File: config.mk
export PLATFORM = sky130hd
export DESIGN_NAME = motor_feedback_angle_tracker_core
export DESIGN_NICKNAME = d
export VERILOG_FILES = /design/src/design/mfat_pkg.sv /design/src/design/motor_feedback_angle_tracker_core.sv
export SDC_FILE = /design/constraint.sdc
export NUM_CORES = 1
export LEC_CHECK = 0
export BUFFER_PORTS_ARGS = -buffer_cell sky130_fd_sc_hd__buf_2
export CAP_MARGIN = 20
export CORE_MARGIN = 5
export CORE_UTILIZATION = 35
export DETAILED_ROUTE_END_ITERATION = 8
export PLACE_DENSITY = 0.58
export SYNTH_ARGS = -nofsm -noshare
export SYNTH_HDL_FRONTEND = slang
export SYNTH_SLANG_ARGS = --single-unit
File: constraint.sdc
create_clock -name clk -period 27.1 [get_ports clk]
set_clock_uncertainty 0.15 [all_clocks]
set_input_delay 2.71 -clock clk [delete_from_list [all_inputs] [get_ports clk]]
set_output_delay 2.71 -clock clk [all_outputs]
set_load 0.02 [all_outputs]
File: src/design/mfat_pkg.sv
// Shared constants for the motor feedback angle tracker.
`timescale 1ns / 1ps
package mfat_pkg;

  // Encoder counts per turn; also the divisor of the serial divider
  localparam logic [12:0] ENC_MAX       = 13'd8191;
  localparam logic [12:0] ENC_HALF      = ENC_MAX / 2;

  localparam logic [24:0] DELTA_LIMIT   = 25'd11796480;
  localparam logic [24:0] ENC_LIMIT     = 25'd23592960;
  localparam logic [47:0] ACC_MAX       = 48'h7FFF_FFFF_FFFF;
  localparam logic [47:0] ACC_MIN       = 48'h8000_0000_0000;

  // Config register indexes
  localparam logic [1:0] REG_INV_RATIO  = 2'd0;
  localparam logic [1:0] REG_SET_TEMP   = 2'd1;
  localparam logic [1:0] REG_CLEAR_TEMP = 2'd2;

  localparam logic [16:0] INV_RATIO_RST = 17'd65536;
  localparam logic [7:0]  SET_TEMP_RST  = 8'd125;
  localparam logic [7:0]  CLEAR_TEMP_RST = 8'd100;

  // Serial step counts (last step index)
  localparam logic [5:0] MUL_LAST       = 6'd16;
  localparam logic [5:0] DIV_LAST       = 6'd37;

endpackage

File: src/design/motor_feedback_angle_tracker_core.sv
// Motor feedback angle tracker: delta unwrap, serial scale and divide, multi-turn angle.
// Steps of a frame: 17 multiply steps, 38 divide steps for the delta, 38 for the
// encoder angle, then the finish step. A new frame is taken only in the idle state,
// so the core holds one frame at a time in the bit-serial shift-add multiplier and
// the one-bit-per-cycle restoring divider by 8191, which both angles share.
// The output register frees the input side as soon as the finish cycle has run.
// Reset (rst, synchronous): config to defaults, first frame pending, angle and flag zero.
`timescale 1ns / 1ps
module motor_feedback_angle_tracker_core import mfat_pkg::*; (
  input  logic               clk,
  input  logic               rst,
  input  logic               cfg_we,
  input  logic [1:0]         cfg_addr,
  input  logic [16:0]        cfg_wdata,
  input  logic               in_valid,
  output logic               in_ready,
  input  logic [12:0]        encoder_count,
  input  logic signed [15:0] speed_raw,
  input  logic signed [15:0] current_raw,
  input  logic [7:0]         temperature,
  output logic               out_valid,
  input  logic               out_ready,
  output logic signed [24:0] delta_angle_q16,
  output logic signed [47:0] total_angle_q16,
  output logic [24:0]        encoder_angle_q16,
  output logic signed [15:0] speed_out,
  output logic signed [18:0] current_q12,
  output logic [7:0]         temperature_out,
  output logic               overheat
);

  localparam logic [2:0] S_IDLE  = 3'd0;
  localparam logic [2:0] S_MUL   = 3'd1;
  localparam logic [2:0] S_DIV_D = 3'd2;
  localparam logic [2:0] S_DIV_E = 3'd3;
  localparam logic [2:0] S_DONE  = 3'd4;

  logic [2:0]  state;
  logic [5:0]  cnt;

  logic [16:0] inv_ratio;
  logic [7:0]  set_temp;
  logic [7:0]  clear_temp;

  logic [12:0] prev_count;
  logic        first_frame;
  logic [47:0] acc;
  logic        hot;

  // serial datapath
  logic [37:0] work;
  logic [12:0] rem;
  logic [20:0] mcand;
  logic [21:0] enc360;
  logic        neg;
  logic [24:0] delta_mag;
  logic [24:0] enc_q;
  logic signed [15:0] speed_hold;
  logic signed [15:0] current_hold;
  logic [7:0]  temp_hold;

  logic        out_free;
  logic        take;

  // capture logic
  logic signed [13:0] diff;
  logic signed [13:0] d_unwrap;
  logic signed [13:0] d_negated;
  logic [11:0]        d_mag;
  logic [20:0]        d360;
  logic [21:0]        c360;

  // step logic
  logic [21:0] mul_sum;
  logic [37:0] mul_work;
  logic [13:0] div_shift;
  logic        div_ge;
  logic [12:0] div_rem;
  logic [37:0] div_work;
  logic [25:0] q_round;

  // finish logic
  logic [24:0]        delta_sat;
  logic signed [24:0] delta_s;
  logic [48:0]        acc_sum;
  logic [47:0]        acc_next;
  logic [24:0]        enc_sat;
  logic signed [18:0] cur_ext;
  logic signed [18:0] cur5;
  logic               hot_next;

  assign in_ready = (state == S_IDLE);
  assign take     = in_valid && in_ready;
  assign out_free = !out_valid || out_ready;

  always_comb begin
    diff = $signed({1'b0, encoder_count}) - $signed({1'b0, prev_count});
    if (first_frame) begin
      diff = 14'sd0;
    end
    if (diff > $signed({1'b0, ENC_HALF})) begin
      d_unwrap = diff - $signed({1'b0, ENC_MAX});
    end else if (diff < -$signed({1'b0, ENC_HALF})) begin
      d_unwrap = diff + $signed({1'b0, ENC_MAX});
    end else begin
      d_unwrap = diff;
    end
    d_negated = -d_unwrap;
    d_mag = d_unwrap[13] ? d_negated[11:0] : d_unwrap[11:0];
    // x * 360 = x*256 + x*64 + x*32 + x*8
    d360 = {1'b0, d_mag, 8'd0} + {3'd0, d_mag, 6'd0} + {4'd0, d_mag, 5'd0}
         + {6'd0, d_mag, 3'd0};
    c360 = {1'b0, encoder_count, 8'd0} + {3'd0, encoder_count, 6'd0}
         + {4'd0, encoder_count, 5'd0} + {6'd0, encoder_count, 3'd0};
  end

  always_comb begin
    // shift-add multiply: multiplier sits in the low bits and shifts out
    mul_sum  = {1'b0, work[37:17]} + (work[0] ? {1'b0, mcand} : 22'd0);
    mul_work = {mul_sum, work[16:1]};
    // restoring divide by ENC_MAX, quotient bits shift in at the bottom
    div_shift = {rem, work[37]};
    div_ge    = (div_shift >= {1'b0, ENC_MAX});
    div_rem   = div_ge ? 13'(div_shift - {1'b0, ENC_MAX}) : div_shift[12:0];
    div_work  = {work[36:0], div_ge};
    // round to nearest: remainder above half the divisor means bit 12 set
    q_round   = {1'b0, div_work[24:0]} + {25'd0, div_rem[12]};
  end

  always_comb begin
    delta_sat = (delta_mag > DELTA_LIMIT) ? DELTA_LIMIT : delta_mag;
    delta_s   = neg ? $signed(25'(-delta_sat)) : $signed(delta_sat);
    acc_sum   = {acc[47], acc} + {{24{delta_s[24]}}, delta_s};
    if (acc_sum[48] != acc_sum[47]) begin
      acc_next = acc_sum[48] ? ACC_MIN : ACC_MAX;
    end else begin
      acc_next = acc_sum[47:0];
    end
    enc_sat  = (enc_q > ENC_LIMIT) ? ENC_LIMIT : enc_q;
    cur_ext  = {{3{current_hold[15]}}, current_hold};
    cur5     = (cur_ext <<< 2) + cur_ext;
    if (temp_hold >= set_temp) begin
      hot_next = 1'b1;
    end else if (temp_hold <= clear_temp) begin
      hot_next = 1'b0;
    end else begin
      hot_next = hot;
    end
  end

  always_ff @(posedge clk) begin
    if (rst) begin
      inv_ratio  <= INV_RATIO_RST;
      set_temp   <= SET_TEMP_RST;
      clear_temp <= CLEAR_TEMP_RST;
    end else if (cfg_we) begin
      unique case (cfg_addr)
        REG_INV_RATIO:  inv_ratio  <= cfg_wdata;
        REG_SET_TEMP:   set_temp   <= cfg_wdata[7:0];
        REG_CLEAR_TEMP: clear_temp <= cfg_wdata[7:0];
        default: ;
      endcase
    end
  end

  // result valid: set by the finish cycle, cleared by the output transfer
  always_ff @(posedge clk) begin
    if (rst) begin
      out_valid <= 1'b0;
    end else if (state == S_DONE && out_free) begin
      out_valid <= 1'b1;
    end else if (out_ready) begin
      out_valid <= 1'b0;
    end
  end

  always_ff @(posedge clk) begin
    if (rst) begin
      state       <= S_IDLE;
      cnt         <= 6'd0;
      prev_count  <= 13'd0;
      first_frame <= 1'b1;
      acc         <= 48'd0;
      hot         <= 1'b0;
    end else begin
      unique case (state)
        S_IDLE: begin
          if (take) begin
            prev_count   <= encoder_count;
            first_frame  <= 1'b0;
            neg          <= d_unwrap[13];
            mcand        <= d360;
            enc360       <= c360;
            work         <= {21'd0, inv_ratio};
            speed_hold   <= speed_raw;
            current_hold <= current_raw;
            temp_hold    <= temperature;
            cnt          <= 6'd0;
            state        <= S_MUL;
          end
        end
        S_MUL: begin
          work <= mul_work;
          if (cnt == MUL_LAST) begin
            rem   <= 13'd0;
            cnt   <= 6'd0;
            state <= S_DIV_D;
          end else begin
            cnt <= cnt + 6'd1;
          end
        end
        S_DIV_D: begin
          if (cnt == DIV_LAST) begin
            delta_mag <= q_round[24:0];
            work      <= {enc360, 16'd0};
            rem       <= 13'd0;
            cnt       <= 6'd0;
            state     <= S_DIV_E;
          end else begin
            work <= div_work;
            rem  <= div_rem;
            cnt  <= cnt + 6'd1;
          end
        end
        S_DIV_E: begin
          work <= div_work;
          rem  <= div_rem;
          if (cnt == DIV_LAST) begin
            enc_q <= q_round[24:0];
            cnt   <= 6'd0;
            state <= S_DONE;
          end else begin
            cnt <= cnt + 6'd1;
          end
        end
        S_DONE: begin
          if (out_free) begin
            acc               <= acc_next;
            hot               <= hot_next;
            delta_angle_q16   <= delta_s;
            total_angle_q16   <= $signed(acc_next);
            encoder_angle_q16 <= enc_sat;
            speed_out         <= speed_hold;
            current_q12       <= cur5;
            temperature_out   <= temp_hold;
            overheat          <= hot_next;
            state             <= S_IDLE;
          end
        end
        default: state <= S_IDLE;
      endcase
    end
  end

  a_cnt_bound: assert property (@(posedge clk) disable iff (rst)
    cnt <= DIV_LAST)
    else $error("step counter past last divide step");

  a_rem_bound: assert property (@(posedge clk) disable iff (rst)
    (state == S_DIV_D || state == S_DIV_E) |-> rem < ENC_MAX)
    else $error("divider remainder not reduced");

  a_delta_range: assert property (@(posedge clk) disable iff (rst)
    out_valid |-> (delta_angle_q16 <= $signed({1'b0, DELTA_LIMIT[23:0]})
                && delta_angle_q16 >= -$signed({1'b0, DELTA_LIMIT[23:0]})))
    else $error("delta angle outside 180 degrees");

  a_enc_range: assert property (@(posedge clk) disable iff (rst)
    out_valid |-> encoder_angle_q16 <= ENC_LIMIT)
    else $error("encoder angle above 360 degrees");

  a_start: assert property (@(posedge clk) disable iff (rst)
    take |=> (state == S_MUL && cnt == 6'd0 && !first_frame))
    else $error("frame transfer did not start the multiplier");

endmodule
==> results.md, run 1 <==
* Status: finished clean
* Worst hold stages at 0
* Slowest cell delay on critical path at 0.54 ns
* Sequential power share at ~37%
* Relative slew slack at between 30% and 40%
* Reg2Reg Depth at 27
* VDD IR max at between 0.00005 and 0.00006 V
* Slew @ Worst Pin at 0.9634 ns
* Antenna cells at 0
* Cell mode on critical path: ha_1
* Largest net degree at the start of global routing at a little under 80
* Yosys cell types at 90
* Fmax at between 100 and 150 MHz
* Max clock buf depth at 3
* Port Buffers at 220
* Clock Sinks at 427
* Int Pwr at 0.001530 W
* Post-layout total power at around 0.0023 W
* Share of layout cells above drive strength 1 at 14.93%
* Post-synth EDFFs at 321
* Post-CTS sizing at 0
* Power Density at about 80 nW/um2
* Post-layout min period at around 10 ns
* CTS root buf: clkbuf_16
* Core Area at 68,830 um2
* Vias/cell at 5.158
* CP Max Fanout at 7
* # H-tree levels at 2
* Initial antenna violation count at 1
* Vias at 18,069
* Synth Flop Type: edfxtp_1
* CTS tree: yes
* Final Max Slew Viols at 0
* Clk pin slew, worst setup/hold paths at 0.06 ns
* CTS Buf Count at 49
* Hold Vio Cnt, Final at 0
* Hold WC Path Type: flop to flop
* Gate power share at a little under a third
* Leakage power at approximately 11 nW
* Iter 0 DRT Violations at approximately 1,300
* Top-Level Pins at roughly 220
* Crit path DAT at 10.15 ns
* Required time of the critical path at 27.26 ns
* Setup violators final at 0
* FILL cells at around 6,600
* Die width at 273.7 um
* Syn Area/Cell at 10.55 um2
* Critical setup path kind: primary input to flop
* Yosys warns at 0
* First-pass GRT wire length at 99,990 um
* Routability congestion estimate at 0.8712
* Worst path slowest cell: nor4b_1
* Routed Wire Length at between 60,000 and 70,000 um
* Net Switching at 0.0007282 W
* Die Span Y at 273.7 um
* Die footprint at 74,930 um2
* Maximum capacitance violations at 0
* Total grt overflow at 0
* Setup total negative slack at 0 ns
* DRT antenna net count at 0
* Setup bufs post-CTS at 0
* Post-DP HPWL at 46,850 um
* Setup repair after global routing missed its margin: false
* Post-synth ARST share at 0%
* Clk_lat worst skew at 0.60 ns
* Reg area at 11,760 um2
* Total Routing Usage GR at 16.37%
* Setup crit end kind: flop
* Drc violations at 0
* Area of the multi-input gates at 11,870 um2
* CP Launch Type: primary input
* Sw frac at 32.25%
* Hold_buf cts at 0
* Synth Register Bits at 427
* Cells after Synth at about 2,300
* Detailed Routing Iterations Pass 1 at 5
* Area grow syn2layout at 16.32%
* Final period utilization at 36.86%
* Initial Util at 35.37%
* Syn_nets at 2,584
* Clock power frac at a little under a third
* Number of nets in the layout at 2,807
* Sequential area share after synthesis at 48.31%
* Post-DR wirelength/cell at between 15 and 20 um
* Setup slack, reg-to-reg at 18.14 ns
* Rows at between 90 and 100
* Synthesized cell area at 24,340 um2
* Vias in the first global route at 18,306
## layer usage
metal	track usage, %	routed length [um]	up-vias
li1	-	-	8837
met1	21.61	27240	8703
met2	28.65	30730	431
met3	2.033	2912	96
met4	4.102	1472	2
met5	0	13	-
## final timing paths
path | startpoint | to
hold reg to reg | speed_hold[14]$_DFFE_PP_ | speed_out[14]$_DFFE_PP_
setup / recovery | encoder_count[0] | mcand[19]$_DFFE_PP_
setup reg to reg | delta_mag[3]$_DFFE_PP_ | total_angle_q16[22]$_DFFE_PP_
hold / removal | speed_hold[14]$_DFFE_PP_ | speed_out[14]$_DFFE_PP_
## cells in the final DEF (no fill, tap or decap), types with 19 or more instances in the layout
master     instances
and3_1            29
xor2_1            61
nand2b_1          30
buf_2            220
a222oi_1          19
nand2_1          213
o21ai_0          119
clkbuf_16         49
a21o_1            55
a21oi_1          144
xnor2_1           96
ha_1             164
and2_1            48
nand3_1           31
inv_1            128
nor2b_1           27
dfxtp_1          106
buf_4             22
nor3_1            37
nor2_1           220
fa_1              35
edfxtp_1         321
o21bai_1          27
## synth_stat cells, drive strengths merged (12+ instances only)
master / instances / area (um2)
a21oi: 146 / 734.5
nor4: 22 / 182.7
ha: 164 / 2052
xnor2: 102 / 938.4
buf: 12 / 65.06
nor3: 41 / 210.2
and3: 29 / 181.4
nor2b: 27 / 168.9
edfxtp: 321 / 9639
maj3: 19 / 191.4
xor2: 64 / 583.1
inv: 131 / 491.7
a22oi: 18 / 135.1
a211oi: 19 / 142.6
dfxtp: 106 / 2122
nand3: 31 / 155.2
nor2: 226 / 850.8
nand4: 16 / 100.1
or2: 13 / 81.33
nand2: 213 / 799.5
nand2b: 30 / 187.7
fa: 35 / 700.7
o21ai: 124 / 624.4
mux2i: 13 / 130.1
a222oi: 19 / 190.2
o21a: 17 / 127.6
a21o: 55 / 412.9
o21bai: 27 / 202.7
clkbuf: 59 / 221.5
and2: 48 / 300.3
## state kept, by name, indices dropped and copies added (netlist names), 3 cells and up
name / cells
acc: 48
total_angle_q16: 48
work: 38
delta_angle_q16: 25
delta_mag: 25
enc_q: 25
encoder_angle_q16: 25
current_q12: 19
enc360: 19
mcand: 18
inv_ratio: 17
current_hold: 16
speed_hold: 16
speed_out: 16
prev_count: 13
rem: 13
clear_temp: 8
set_temp: 8
temp_hold: 8
temperature_out: 8
cnt: 6
state: 3
## through the flow
stage               instance area [um2]  worst slack, ns  instances  utilization [%]  hold WS (ns)
finish                            28320            17.11       3503            41.14        0.2529
global route                      28320            16.54       3503            41.14        0.2549
CTS                               28280            17.23       3501            41.09        0.2455
detailed placement                26540            16.62       3409            38.57        0.2545
global placement                  26540            16.82       3409            38.57        0.2506
floorplan                         24340            16.52       2308                -        0.2503
## cell type report
cell class / count / area share, %
multi-input combinational: 1679 / 41.91
sequential: 427 / 41.53
timing repair buffer: 243 / 4.569
clock buffer: 56 / 4.458
tap: 931 / 4.113
inverter: 131 / 1.736
clock inverter: 36 / 1.683
## cells by family after synthesis
group | count (synthesis) | synth area share, %
AND/OR/NAND/NOR | 746 | 14.84
AO/OA/AOI/OAI | 532 | 14.52
flip-flops | 427 | 48.31
adder cells (fa/ha/maj) | 218 | 12.09
buffers and inverters | 202 | 3.197
XOR/XNOR | 167 | 6.342
multiplexers | 16 | 0.6887
## power groups by stage
stage                     Sequential, W  Clock, W  Combinational (W)
after global placement         0.000837         0           0.000710
after global routing           0.000830  0.000761           0.000826
after detailed placement       0.000839         0           0.000721
after CTS                      0.000825  0.000733           0.000729
final                          0.000825  0.000713           0.000720
after floorplan                0.000822         0           0.000573
## worst max-delay path: cells and delay by family
family / cells / cell delay (ns)
AND/OR/NAND/NOR: 11 / 2.24
adder cells (fa/ha/maj): 7 / 2.20
AO/OA/AOI/OAI: 10 / 1.81
XOR/XNOR: 3 / 0.75
buffers and inverters: 4 / 0.42
Note: power is estimated with default switching activity, not from simulation.
==> inputs of run 2 (changes only) <==
clock period = 9.2 ns   (was 27.1 ns; I/O delays follow)
==> results.md, run 2 (synthesis gave the netlist of run 1 again) <==
* GR peak layer: met2
* Final instance area at 28,250 um2 (-0.25%)
* Initial Util at 35.37% (unchanged)
* Vias/cell at 5.137 (-0.41%)
* Core Area at 68,830 um2 (unchanged)
* Worst path slowest cell: nor4b_1
* Crit path DAT at 8.33 ns (-1.82 ns)
* CTS Buf Count at 48 (-2.0%)
* Drc violations at 0 (unchanged)
* Antenna cells at 0 (unchanged)
* Met2 Track Usage GR at 27.62% (-1.0 points)
* DRT antenna net count at 0 (unchanged)
* Post-CTS sizing at 0 (unchanged)
* Relative slew slack at 32.37% (-3.4 points)
* Status: finished clean
* Max clock buf depth at 3 (unchanged)
* Post-DP Area at 26,590 um2 (+0.17%)
* Total grt overflow at 0 (unchanged)
* Setup slack, reg-to-reg at 1.11 ns (-17.03 ns)
* Hold WC Path Type: flop to flop
* Setup violators final at 0 (unchanged)
* Clk pin slew, worst setup/hold paths at 0.06 ns (about the same)
* Setup bufs post-CTS at 0 (unchanged)
* # H-tree levels at 2 (unchanged)
* CTS tree: yes
* Worst hold slack at 0.2646 ns (+0.01172 ns)
* Routed Wire Length at 60,960 um (-2.3%)
* Initial antenna violation count at 1 (unchanged)
* Total Routing Usage GR at 15.89% (-0.48 points)
* VDD IR max at 0.0002518 V (+320%)
* Clk_lat worst skew at 0.60 ns (about the same)
* Post-layout min period at 8.144 ns
* Met3 global-route usage at 2.402% (+0.37 points)
* Met1 GRT Util at 20.84% (-0.77 points)
* Leakage power at 11.44 nW (-0.14%)
* Clock Sinks at 427 (unchanged)
* Die width at 273.7 um (unchanged)
* Most frequent cells in the layout: edfxtp_1 (321), nor2_1 (220), buf_2 (220)
* Critical setup path kind: primary input to flop
* CP Launch Type: primary input
* Cell mode on critical path: ha_1
* Largest net degree at the start of global routing at 71 (-9.0%)
* Slew @ Worst Pin at 1.015 ns (+0.05111 ns)
* Setup repair after global routing missed its margin: false
* Vias in the first global route at 17,940 (-2.0%)
* Detailed Routing Iterations Pass 1 at 6 (+1)
* First-pass GRT wire length at 97,200 um (-2.8%)
* Share of layout cells above drive strength 1 at 14.84% (-0.089 points)
* Number of nets in the layout at 2,810 (+0.11%)
* Iter 0 DRT Violations at 1,040 (-20%)
* Routability congestion estimate at 0.8688 (-0.28%)
* Maximum capacitance violations at 0 (unchanged)
* Final Max Slew Viols at 0 (unchanged)
* Die Span Y at 273.7 um (unchanged)
* Most common cell after layout, fill and taps aside: edfxtp_1
* Hold_buf cts at 0 (unchanged)
* Post-DP HPWL at 46,560 um (-0.63%)
* CTS root buf: clkbuf_16
* Regs by FF count: acc (48), total_angle_q16 (48), work (38)
* Setup total negative slack at 0 ns (unchanged)
* Power Density at 232.0 nW/um2 (+190%)
* Vias at 18,006 (-0.35%)
* Die footprint at 74,930 um2 (unchanged)
* Hold Vio Cnt, Final at 0 (unchanged)
* Slowest cell delay on critical path at 0.58 ns (+0.04 ns)
* Area grow syn2layout at 16.03%
* Fmax at 122.8 MHz
* Port Buffers at 220 (unchanged)
* Final period utilization at between 80% and 90%
* Required time of the critical path at 9.38 ns (-17.88 ns)
* CP Max Fanout at 7 (unchanged)
* Setup crit end kind: flop
* Rows at 96 (unchanged)
* Top-Level Pins at 221 (unchanged)
* Post-DR wirelength/cell at 17.39 um (-2.3%)
* Post-layout total power at 0.006553 W (+190%)
[run 2: area by class of cell]
| class | count | area (um2) |
|---|---|---|
| Clock inverter | 27 | 331.6 |
| Sequential cell | 427 | 11760 |
| Multi-Input combinational cell | 1679 | 11860 |
| Fill cell | 6638 | 40580 |
| Tap cell | 931 | 1165 |
| Clock buffer | 63 | 1319 |
| Inverter | 131 | 491.7 |
| Timing Repair Buffer | 247 | 1316 |
[run 2: worst paths after layout]
path | from | endpoint | cells past startpoint
worst max-delay path | encoder_count[0] | mcand[19]$_DFFE_PP_ | 35
worst min-delay path | speed_hold[12]$_DFFE_PP_ | speed_out[12]$_DFFE_PP_ | 0
worst max register to register | delta_mag[2]$_DFFE_PP_ | total_angle_q16[22]$_DFFE_PP_ | 27
worst min register to register | speed_hold[12]$_DFFE_PP_ | speed_out[12]$_DFFE_PP_ | 0
[run 2: stage by stage]
| step | utilization, % | std cells | setup slack (ns) |
|---|---|---|---|
| 2_1_floorplan | - | 2308 | 0.4070 |
| 6_report | 41.04 | 3505 | 1.056 |
| 4_1_cts | 41.03 | 3504 | 1.136 |
| 3_3_place_gp | 38.63 | 3414 | 0.7153 |
| 5_1_grt | 41.04 | 3505 | 0.2063 |
| 3_5_place_dp | 38.63 | 3414 | 0.5148 |
[run 2: worst max-delay path, delay by kind of cell]
kind                     cells  cell delay [ns]
XOR/XNOR                     3             0.72
AND/OR/NAND/NOR             10             2.02
multiplexers                 1             0.37
buffers and inverters        4             0.39
adder cells (fa/ha/maj)      7             2.20
AO/OA/AOI/OAI               10             1.70
[run 2: power breakdown]
part	switching (W)	total (W)	internal (W)	leakage [nW]
Combinational	0.00121	0.00212	0.000901	6.82
Clock	0.000801	0.00201	0.00121	0.808
Sequential	0.0000951	0.00243	0.00233	3.82
Total	0.00211	0.00655	0.00444	11.4
[run 2: routing by layer]
| layer | vias to the layer above | wire length [um] |
|---|---|---|
| met5 | - | 12 |
| met4 | 2 | 1290 |
| met3 | 91 | 2699 |
| met2 | 391 | 29880 |
| met1 | 8678 | 27070 |
| li1 | 8844 | - |
